$ cat src/rtl/mrts_pkg.sv
// ----------------------------------------------------------------------------
// mrts_pkg: shared definitions for the multi-rate tick scheduler
// Field widths, register indexes, request codes and the back-end state type.
// ----------------------------------------------------------------------------
package mrts_pkg;

  // fixed field widths of the request, event and config channels
  localparam int NOW_W      = 48;
  localparam int ELAPSED_W  = 48;
  localparam int TICK_W     = 32;
  localparam int CHAN_W     = 2;
  localparam int IVL_W      = 40;
  localparam int CIU_W      = 3;
  localparam int CFG_IDX_W  = 3;
  localparam int CFG_DATA_W = 40;

  // default sizes of the internal state
  localparam int DEF_CHANNELS   = 4;
  localparam int DEF_TIME_BITS  = 48;
  localparam int DEF_COUNT_BITS = 32;

  // request function codes
  typedef enum logic {
    FUNC_START  = 1'b0,
    FUNC_SAMPLE = 1'b1
  } func_t;

  // config register indexes
  typedef enum logic [CFG_IDX_W-1:0] {
    REG_INTERVAL_0      = 3'd0,
    REG_INTERVAL_1      = 3'd1,
    REG_INTERVAL_2      = 3'd2,
    REG_INTERVAL_3      = 3'd3,
    REG_CHANNELS_IN_USE = 3'd4
  } reg_index_t;

  // back-end sequencer states
  typedef enum logic {
    BK_IDLE,
    BK_EMIT
  } back_state_t;

endpackage

$ cat src/rtl/mrts_req_if.sv
// ----------------------------------------------------------------------------
// mrts_req_if: request channel
// Carries start and time-sample requests with a valid/ready handshake.
// ----------------------------------------------------------------------------
interface mrts_req_if;
  import mrts_pkg::*;

  logic             valid;
  logic             ready;
  logic             func;
  logic [NOW_W-1:0] now_ns;

  modport source (output valid, output func, output now_ns, input ready);
  modport sink   (input valid, input func, input now_ns, output ready);
endinterface

$ cat src/rtl/mrts_evt_if.sv
// ----------------------------------------------------------------------------
// mrts_evt_if: tick event channel
// Carries one event per channel tick with a valid/ready handshake.
// ----------------------------------------------------------------------------
interface mrts_evt_if;
  import mrts_pkg::*;

  logic                 valid;
  logic                 ready;
  logic [CHAN_W-1:0]    channel;
  logic [ELAPSED_W-1:0] elapsed_ns;
  logic [TICK_W-1:0]    tick_number;
  logic                 last;

  modport source (output valid, output channel, output elapsed_ns, output tick_number,
                  output last, input ready);
  modport sink   (input valid, input channel, input elapsed_ns, input tick_number,
                  input last, output ready);
endinterface

$ cat src/rtl/mrts_queue.sv
// ----------------------------------------------------------------------------
// mrts_queue: two-entry sample queue
// Decouples the request front end from the tick sequencer.
// ----------------------------------------------------------------------------
module mrts_queue #(
  parameter int WIDTH = 48
) (
  input  logic             clk,
  input  logic             rst,
  input  logic             push,
  input  logic [WIDTH-1:0] push_data,
  output logic             full,
  input  logic             pop,
  output logic [WIDTH-1:0] head,
  output logic             empty
);

  logic [WIDTH-1:0] entry [2];
  logic             wr_ptr;
  logic             rd_ptr;
  logic [1:0]       fill;

  assign full  = (fill == 2'd2);
  assign empty = (fill == 2'd0);
  assign head  = entry[rd_ptr];

  // pointers and fill level
  always_ff @(posedge clk) begin
    if (rst) begin
      wr_ptr <= 1'b0;
      rd_ptr <= 1'b0;
      fill   <= 2'd0;
    end else begin
      if (push) begin
        wr_ptr <= ~wr_ptr;
      end
      if (pop) begin
        rd_ptr <= ~rd_ptr;
      end
      if (push && !pop) begin
        fill <= fill + 2'd1;
      end else if (pop && !push) begin
        fill <= fill - 2'd1;
      end
    end
  end

  // entry storage
  always_ff @(posedge clk) begin
    if (push) begin
      entry[wr_ptr] <= push_data;
    end
  end

endmodule

$ cat src/rtl/mrts_front.sv
// ----------------------------------------------------------------------------
// mrts_front: request front end
// Accepts requests, tracks the running flag, loads last-tick times on the
// first start and forwards time samples into the sample queue.
// ----------------------------------------------------------------------------
module mrts_front #(
  parameter int TIME_BITS = mrts_pkg::DEF_TIME_BITS
) (
  input  logic                 clk,
  input  logic                 rst,
  mrts_req_if.sink             req,
  input  logic                 q_full,
  output logic                 q_push,
  output logic [TIME_BITS-1:0] q_data,
  output logic                 load,
  output logic [TIME_BITS-1:0] load_time
);
  import mrts_pkg::*;

  logic running;
  logic accept;

  assign req.ready = !q_full;
  assign accept    = req.valid && req.ready;

  // classify the accepted request
  assign load      = accept && (req.func == FUNC_START) && !running;
  assign q_push    = accept && (req.func == FUNC_SAMPLE) && running;
  assign q_data    = TIME_BITS'(req.now_ns);
  assign load_time = TIME_BITS'(req.now_ns);

  // running flag, set by the first start
  always_ff @(posedge clk) begin
    if (rst) begin
      running <= 1'b0;
    end else if (load) begin
      running <= 1'b1;
    end
  end

endmodule

$ cat src/rtl/mrts_back.sv
// ----------------------------------------------------------------------------
// mrts_back: tick sequencer
// Compares every active channel against its interval for one sample, then
// emits one event per firing channel in ascending order and updates state.
// ----------------------------------------------------------------------------
module mrts_back #(
  parameter int CHANNELS   = mrts_pkg::DEF_CHANNELS,
  parameter int TIME_BITS  = mrts_pkg::DEF_TIME_BITS,
  parameter int COUNT_BITS = mrts_pkg::DEF_COUNT_BITS
) (
  input  logic                       clk,
  input  logic                       rst,
  input  logic [mrts_pkg::IVL_W-1:0] interval [CHANNELS],
  input  logic [mrts_pkg::CIU_W-1:0] channels_in_use,
  input  logic                       load,
  input  logic [TIME_BITS-1:0]       load_time,
  input  logic                       q_empty,
  input  logic [TIME_BITS-1:0]       q_head,
  output logic                       q_pop,
  mrts_evt_if.source                 evt
);
  import mrts_pkg::*;

  localparam int CMP_W = (TIME_BITS > IVL_W) ? TIME_BITS : IVL_W;

  back_state_t           state;
  back_state_t           state_next;

  logic [TIME_BITS-1:0]  last_tick [CHANNELS];
  logic [COUNT_BITS-1:0] tick_count [CHANNELS];
  logic [TIME_BITS-1:0]  elapsed_r [CHANNELS];
  logic [TIME_BITS-1:0]  elapsed_calc [CHANNELS];
  logic [CHANNELS-1:0]   mask;
  logic [CHANNELS-1:0]   mask_calc;
  logic [CHANNELS-1:0]   sel;
  logic [CHANNELS-1:0]   mask_rest;
  logic [TIME_BITS-1:0]  now_r;

  logic [CHAN_W-1:0]     sel_chan;
  logic [TIME_BITS-1:0]  sel_elapsed;
  logic [COUNT_BITS-1:0] sel_count;

  logic                  out_valid;
  logic                  out_free;
  logic                  emit;

  // elapsed time and fire decision for every active channel
  always_comb begin
    for (int i = 0; i < CHANNELS; i++) begin
      elapsed_calc[i] = q_head - last_tick[i];
      mask_calc[i]    = (channels_in_use > CIU_W'(i)) &&
                        (CMP_W'(elapsed_calc[i]) > CMP_W'(interval[i]));
    end
  end

  // lowest pending channel and its event fields
  always_comb begin
    sel         = '0;
    sel_chan    = '0;
    sel_elapsed = '0;
    sel_count   = '0;
    for (int i = CHANNELS - 1; i >= 0; i--) begin
      if (mask[i]) begin
        sel      = '0;
        sel[i]   = 1'b1;
        sel_chan = CHAN_W'(i);
      end
    end
    for (int i = 0; i < CHANNELS; i++) begin
      if (sel[i]) begin
        sel_elapsed = elapsed_r[i];
        sel_count   = tick_count[i];
      end
    end
  end

  assign mask_rest = mask & ~sel;
  assign out_free  = !out_valid || evt.ready;

  // next state
  always_comb begin
    state_next = state;
    case (state)
      BK_IDLE: begin
        if (!q_empty && (mask_calc != '0)) begin
          state_next = BK_EMIT;
        end
      end
      BK_EMIT: begin
        if (out_free && (mask_rest == '0)) begin
          state_next = BK_IDLE;
        end
      end
      default: state_next = BK_IDLE;
    endcase
  end

  // sequencer outputs
  always_comb begin
    q_pop = 1'b0;
    emit  = 1'b0;
    case (state)
      BK_IDLE: q_pop = !q_empty;
      BK_EMIT: emit  = out_free;
      default: begin
        q_pop = 1'b0;
        emit  = 1'b0;
      end
    endcase
  end

  // state register and pending mask
  always_ff @(posedge clk) begin
    if (rst) begin
      state <= BK_IDLE;
      mask  <= '0;
    end else begin
      state <= state_next;
      if (q_pop) begin
        mask <= mask_calc;
      end else if (emit) begin
        mask <= mask_rest;
      end
    end
  end

  // sample capture
  always_ff @(posedge clk) begin
    if (q_pop) begin
      now_r <= q_head;
      for (int i = 0; i < CHANNELS; i++) begin
        elapsed_r[i] <= elapsed_calc[i];
      end
    end
  end

  // per-channel last tick time and tick count
  always_ff @(posedge clk) begin
    if (rst) begin
      for (int i = 0; i < CHANNELS; i++) begin
        last_tick[i]  <= '0;
        tick_count[i] <= '0;
      end
    end else begin
      for (int i = 0; i < CHANNELS; i++) begin
        if (load) begin
          last_tick[i] <= load_time;
        end else if (emit && sel[i]) begin
          last_tick[i]  <= now_r;
          tick_count[i] <= tick_count[i] + COUNT_BITS'(1);
        end
      end
    end
  end

  // event output register
  always_ff @(posedge clk) begin
    if (rst) begin
      out_valid <= 1'b0;
    end else if (emit) begin
      out_valid <= 1'b1;
    end else if (evt.ready) begin
      out_valid <= 1'b0;
    end
  end

  always_ff @(posedge clk) begin
    if (emit) begin
      evt.channel     <= sel_chan;
      evt.elapsed_ns  <= ELAPSED_W'(sel_elapsed);
      evt.tick_number <= TICK_W'(sel_count);
      evt.last        <= (mask_rest == '0);
    end
  end

  assign evt.valid = out_valid;

endmodule

$ cat src/rtl/multi_rate_tick_scheduler_unit.sv
// ----------------------------------------------------------------------------
// multi_rate_tick_scheduler_unit: multi-channel interval timer
// Timestamp-driven tick scheduler with per-channel intervals and counts.
//
//   channel  dir  handshake      payload
//   req      in   valid/ready    func, now_ns
//   evt      out  valid/ready    channel, elapsed_ns, tick_number, last
//   cfg      in   cfg_we         cfg_index, cfg_data (no read-back)
//
// A start request is handled in the front end. A time sample waits in a
// two-entry queue; the sequencer pops it and compares all channels, then
// emits one event per firing channel, up to CHANNELS events per sample; the
// event output register sets the pace under stalls.
// Reset is synchronous and clears the running flag, last-tick times, counts,
// intervals and other registers, and sets one channel in use. A stalled event
// holds; requests keep flowing into the queue until it is full.
// ----------------------------------------------------------------------------
module multi_rate_tick_scheduler_unit #(
  parameter int CHANNELS   = mrts_pkg::DEF_CHANNELS,
  parameter int TIME_BITS  = mrts_pkg::DEF_TIME_BITS,
  parameter int COUNT_BITS = mrts_pkg::DEF_COUNT_BITS
) (
  input  logic                            clk,
  input  logic                            rst,
  mrts_req_if.sink                        req,
  mrts_evt_if.source                      evt,
  input  logic                            cfg_we,
  input  logic [mrts_pkg::CFG_IDX_W-1:0]  cfg_index,
  input  logic [mrts_pkg::CFG_DATA_W-1:0] cfg_data
);
  import mrts_pkg::*;

  logic [IVL_W-1:0]     interval [CHANNELS];
  logic [CIU_W-1:0]     channels_in_use;

  logic                 q_push;
  logic [TIME_BITS-1:0] q_data;
  logic                 q_full;
  logic                 q_pop;
  logic [TIME_BITS-1:0] q_head;
  logic                 q_empty;
  logic                 load;
  logic [TIME_BITS-1:0] load_time;

  // config registers
  always_ff @(posedge clk) begin
    if (rst) begin
      for (int i = 0; i < CHANNELS; i++) begin
        interval[i] <= '0;
      end
      channels_in_use <= CIU_W'(1);
    end else if (cfg_we) begin
      for (int i = 0; i < CHANNELS; i++) begin
        if (cfg_index == (CFG_IDX_W'(REG_INTERVAL_0) + CFG_IDX_W'(i))) begin
          interval[i] <= IVL_W'(cfg_data);
        end
      end
      if (cfg_index == REG_CHANNELS_IN_USE) begin
        channels_in_use <= CIU_W'(cfg_data);
      end
    end
  end

  // request front end
  mrts_front #(
    .TIME_BITS (TIME_BITS)
  ) u_front (
    .clk       (clk),
    .rst       (rst),
    .req       (req),
    .q_full    (q_full),
    .q_push    (q_push),
    .q_data    (q_data),
    .load      (load),
    .load_time (load_time)
  );

  // sample queue
  mrts_queue #(
    .WIDTH (TIME_BITS)
  ) u_queue (
    .clk       (clk),
    .rst       (rst),
    .push      (q_push),
    .push_data (q_data),
    .full      (q_full),
    .pop       (q_pop),
    .head      (q_head),
    .empty     (q_empty)
  );

  // tick sequencer
  mrts_back #(
    .CHANNELS   (CHANNELS),
    .TIME_BITS  (TIME_BITS),
    .COUNT_BITS (COUNT_BITS)
  ) u_back (
    .clk             (clk),
    .rst             (rst),
    .interval        (interval),
    .channels_in_use (channels_in_use),
    .load            (load),
    .load_time       (load_time),
    .q_empty         (q_empty),
    .q_head          (q_head),
    .q_pop           (q_pop),
    .evt             (evt)
  );

endmodule
$ cat src/flat_wrapper.sv
// flat-port wrapper written by rule: the top's interface ports become plain ports
module multi_rate_tick_scheduler_unit_flat import mrts_pkg::*;
#(
  parameter int CHANNELS   = mrts_pkg::DEF_CHANNELS,
  parameter int TIME_BITS  = mrts_pkg::DEF_TIME_BITS,
  parameter int COUNT_BITS = mrts_pkg::DEF_COUNT_BITS
)
  (clk, rst, cfg_we, cfg_index, cfg_data, req_valid, req_func, req_now_ns, req_ready, evt_valid, evt_channel, evt_elapsed_ns, evt_tick_number, evt_last, evt_ready);
  mrts_req_if req_i ();
  mrts_evt_if evt_i ();
  input  logic clk;
  input  logic rst;
  input  logic cfg_we;
  input  logic [mrts_pkg::CFG_IDX_W-1:0] cfg_index;
  input  logic [mrts_pkg::CFG_DATA_W-1:0] cfg_data;
  input wire logic [$bits(req_i.valid)-1:0] req_valid;
  input wire logic [$bits(req_i.func)-1:0] req_func;
  input wire logic [$bits(req_i.now_ns)-1:0] req_now_ns;
  output wire logic [$bits(req_i.ready)-1:0] req_ready;
  output wire logic [$bits(evt_i.valid)-1:0] evt_valid;
  output wire logic [$bits(evt_i.channel)-1:0] evt_channel;
  output wire logic [$bits(evt_i.elapsed_ns)-1:0] evt_elapsed_ns;
  output wire logic [$bits(evt_i.tick_number)-1:0] evt_tick_number;
  output wire logic [$bits(evt_i.last)-1:0] evt_last;
  input wire logic [$bits(evt_i.ready)-1:0] evt_ready;
  assign req_i.valid = req_valid;
  assign req_i.func = req_func;
  assign req_i.now_ns = req_now_ns;
  assign req_ready = req_i.ready;
  assign evt_valid = evt_i.valid;
  assign evt_channel = evt_i.channel;
  assign evt_elapsed_ns = evt_i.elapsed_ns;
  assign evt_tick_number = evt_i.tick_number;
  assign evt_last = evt_i.last;
  assign evt_i.ready = evt_ready;
  multi_rate_tick_scheduler_unit #(.CHANNELS(CHANNELS), .TIME_BITS(TIME_BITS), .COUNT_BITS(COUNT_BITS)) u_core (.clk(clk), .rst(rst), .req(req_i), .evt(evt_i), .cfg_we(cfg_we), .cfg_index(cfg_index), .cfg_data(cfg_data));
endmodule
$ cat config.mk
export PLATFORM = sky130hd
export DESIGN_NAME = multi_rate_tick_scheduler_unit_flat
export DESIGN_NICKNAME = d
export VERILOG_FILES = /design/src/rtl/mrts_pkg.sv /design/src/rtl/mrts_req_if.sv /design/src/rtl/mrts_evt_if.sv /design/src/rtl/mrts_queue.sv /design/src/rtl/mrts_front.sv /design/src/rtl/mrts_back.sv /design/src/rtl/multi_rate_tick_scheduler_unit.sv /design/src/flat_wrapper.sv
export SDC_FILE = /design/constraint.sdc
export NUM_CORES = 2
export LEC_CHECK = 0
export BUFFER_PORTS_ARGS = -buffer_cell sky130_fd_sc_hd__buf_2
export CORE_MARGIN = 4
export CORE_UTILIZATION = 65
export CTS_CLUSTER_DIAMETER = 60
export CTS_CLUSTER_SIZE = 16
export DETAILED_ROUTE_END_ITERATION = 8
export HOLD_SLACK_MARGIN = 0.06
export PLACE_DENSITY = 0.83
export SYNTH_ARGS = -nofsm -noshare
export SYNTH_HDL_FRONTEND = slang
export SYNTH_HIERARCHICAL = 1
export SYNTH_SLANG_ARGS = --single-unit
$ cat constraint.sdc
create_clock -name clk -period 15.11 [get_ports clk]
set_clock_uncertainty 0.05 [all_clocks]
set_input_delay 1.511 -clock clk [delete_from_list [all_inputs] [get_ports clk]]
set_output_delay 1.511 -clock clk [all_outputs]
set_load 0.05 [all_outputs]
==> flow_summary.json <==
{
  "met3_usage_pct": 9.02,
  "nets": 5419,
  "max_stage_delay_ns": 0.73,
  "startpoint_type": "flip-flop",
  "final_cell_mix": "edfxtp_1, inv_1, ha_1",
  "netlist_area_mm2": 0.0527,
  "post_cts_buffers": 0,
  "ir_drop_mv": 0.133,
  "drtPass1Iterations": 8,
  "internal_power_mw": 5.86,
  "synth_seq_cells": 914,
  "cts_resized": 0,
  "synthFlopType": "edfxtp_1",
  "p_seq_share_pct": 36.0,
  "drive_gt1_share_pct": 8.87,
  "cts.reportedPaths.clkPinSlew_ns": 0.07,
  "syn_inst": 4960,
  "grt_pass1_wl_mm": 238,
  "tritoncts": "built",
  "setup_viol": 0,
  "crit_family": "compound AO/OA/AOI/OAI gates",
  "rows": 104,
  "cts_sinks": 914,
  "grt_util_met2_pct": 55.9,
  "io_buffers": 181,
  "maxCapViolations": 0,
  "place_inst": 5944,
  "drt_iter0_drc": 5096,
  "final_util_pct": 70.2,
  "outcome": "completed",
  "globalplace.congestion": 1.05,
  "ys_seq_area_share_pct": 48.7,
  "use_met1_pct": 51.0,
  "layout_commonest_cell": "edfxtp_1",
  "routedWlPerCell_um": 26.5,
  "finalMaxSlewViolations": 0,
  "endpoint_kind": "flip-flop",
  "synth.distinct_cells": 91,
  "clock_power_share_pct": 20.0,
  "min_path_type": "reg2reg",
  "viasPerCell": 6.64,
  "grt_max_degree": 103,
  "wirelength_mm": 161,
  "worstPathMaxFanout": 48,
  "dieWidth_um": 293,
  "max_freq_mhz": 118,
  "insertion_delay_ns": 0.65,
  "grt_use_total_pct": 36.7,
  "core-area_mm2": 0.0804,
  "p_comb_share_pct": 44.0,
  "fill_cells": 5870,
  "h-tree-depth": 3,
  "p_leak_nw": 21.4,
  "cts_hold_buffers": 0,
  "busiest_layer": "met2",
  "die_h_um": 293,
  "hpwl_mm": 121,
  "ff_latch_area_mm2": 0.0257,
  "antenna_found_initial": 8,
  "max_slew_margin_pct": 13.7,
  "dieArea_mm2": 0.0858,
  "cts-root-buf": "clkbuf_16",
  "start_util_pct": 65.6,
  "cp_num_buf_inv": 1,
  "setup-tns-final_ns": 0,
  "critPathSlowestCell": "o31ai_1",
  "cts_made_buffers": 79,
  "overflow": 0,
  "ys_warn_count": 6,
  "worstPathArrival_ns": 8.91,
  "cp_data_required_time_ns": 15.57,
  "drtAntennaViolNets": 0,
  "fin_crit_ns": 8.45,
  "areaGrowthSynthToFinish_pct": 6.97,
  "hold_violations": 0,
  "num_vias": 40500,
  "synth-edff-count": 739,
  "grt_pass1_vias": 38500,
  "ioPinCount": 182,
  "drt_drc_violations_left": 0,
  "power.density_mw_per_mm2": 179,
  "fin_crit_sh_pct": 55.9,
  "syn_nets": 5414,
  "cts_buffer_depth": 3,
  "async_flop_share_pct": 0,
  "swShare_pct": 42.0,
  "multi_input_area_mm2": 0.0241,
  "postSynthAreaPerCell_um2": 10.6,
  "tightest_slew_ns": 1.29,
  "worst-setup-path-type": "reg2reg",
  "power_switching_mw": 4.24,
  "final_cells": 6091,
  "rsz0062_at_grt": "no"
}
[Yosys cell counts, drive strengths merged (16+ instances only)]
library cell | instances | share of area (%)
edfxtp | 739 | 42
inv | 416 | 3.0
ha | 353 | 8.4
nor2 | 297 | 2.1
a21oi | 279 | 2.7
o21ai | 236 | 2.2
nand2 | 231 | 1.6
nand2b | 218 | 2.6
a22o | 192 | 3.2
dfxtp | 175 | 6.6
mux2i | 167 | 3.2
clkbuf | 164 | 1.2
a22oi | 159 | 2.3
xor2 | 149 | 2.5
a21o | 144 | 2.0
buf | 136 | 1.8
xnor2 | 133 | 2.2
nand3 | 118 | 1.1
nand4 | 85 | 1.0
nor3 | 69 | 0.65
mux2 | 48 | 1.0
and3 | 42 | 0.50
o21bai | 35 | 0.50
or3 | 31 | 0.37
and2 | 28 | 0.33
o211ai | 27 | 0.39
nor2b | 26 | 0.31
a31oi | 25 | 0.33
a211oi | 21 | 0.30
o21a | 21 | 0.30
nor4 | 20 | 0.24
or2 | 16 | 0.19
[area by class of cell]
class,instances,area share (%)
Clock inverter,40,0.712
Clock buffer,102,3.69
Tap cell,1060,2.35
Sequential cell,914,45.6
Multi-Input combinational cell,3330,42.7
Antenna cell,5,0.0222
Timing Repair Buffer,224,2.18
Inverter,416,2.79
[registers in the layout, indices dropped and copies added, names as in the netlist, named ones only]
signal	count
u_core/u_back/elapsed_r	192
u_core/u_back/last_tick	192
u_core/interval	160
u_core/u_back/tick_count	128
u_core/u_queue/entry	96
u_core/u_back/evt.elapsed_ns	48
u_core/u_back/now_r	48
u_core/u_back/evt.tick_number	32
u_core/u_back/mask	4
u_core/channels_in_use	3
u_core/u_back/evt.channel	2
u_core/u_queue/fill	2
u_core/u_back/evt.last	1
u_core/u_back/evt.valid	1
u_core/u_back/state	1
u_core/u_front/running	1
u_core/u_queue/rd_ptr	1
u_core/u_queue/wr_ptr	1
[layer usage]
metal | share of wire (%) | vias up
met5 | 0.037 | -
met4 | 4.2 | 8
met3 | 12 | 374
met2 | 44 | 2369
met1 | 40 | 19600
li1 | - | 18100
[path summary, 6_finish.rpt]
check / from / to / slack [ns] / cells after the start
worst max-delay path: flip-flop / u_core/u_back/state$_SDFF_PP0_ / 6.66 / 25
worst min-delay path: u_core/interval[148]$_SDFFE_PP0P_ / u_core/interval[148]$_SDFFE_PP0P_ / 0.42 / 2
worst max register to register: flip-flop / u_core/u_back/state$_SDFF_PP0_ / 6.66 / 25
worst min register to register: u_core/interval[148]$_SDFFE_PP0P_ / u_core/interval[148]$_SDFFE_PP0P_ / 0.42 / 2
[metrics by stage]
| stage | total power, mW | setup slack [ns] | hold slack (ns) | cell area [µm²] |
|---|---|---|---|---|
| 5_1_grt | 10.5 | 6.50 | 0.438 | 56400 |
| 3_3_place_gp | 7.83 | 7.50 | 0.401 | 53900 |
| 2_1_floorplan | 6.55 | 8.30 | 0.386 | 52700 |
| 6_report | 10.1 | 6.66 | 0.424 | 56400 |
| 3_5_place_dp | 7.94 | 7.22 | 0.412 | 53900 |
| 4_1_cts | 9.95 | 7.10 | 0.426 | 56400 |
[tightest hold or removal path: cells and delay by family, from the launching register on]
family        cells  cell delay (ns)
simple gates      1             0.06
mux               1             0.05
flops             1             0.32
[power by group through the flow]
stage / registers (mW) / logic [mW] / clock network, mW
final: 3.64 / 4.44 / 2.01
after global routing: 3.67 / 4.72 / 2.14
after CTS: 3.63 / 4.29 / 2.03
after detailed placement: 3.68 / 4.26 / 0
after global placement: 3.66 / 4.17 / 0
after floorplan: 3.91 / 2.64 / 0
[cell families after synthesis]
family	synth area share [%]
AO/OA/AOI/OAI	16.1
multiplexers	4.19
XOR/XNOR	4.68
adder cells (fa/ha/maj)	8.55
buffers and inverters	5.90
flip-flops	48.7
AND/OR/NAND/NOR	11.9
No activity file was read; power rests on OpenSTA's default activity.
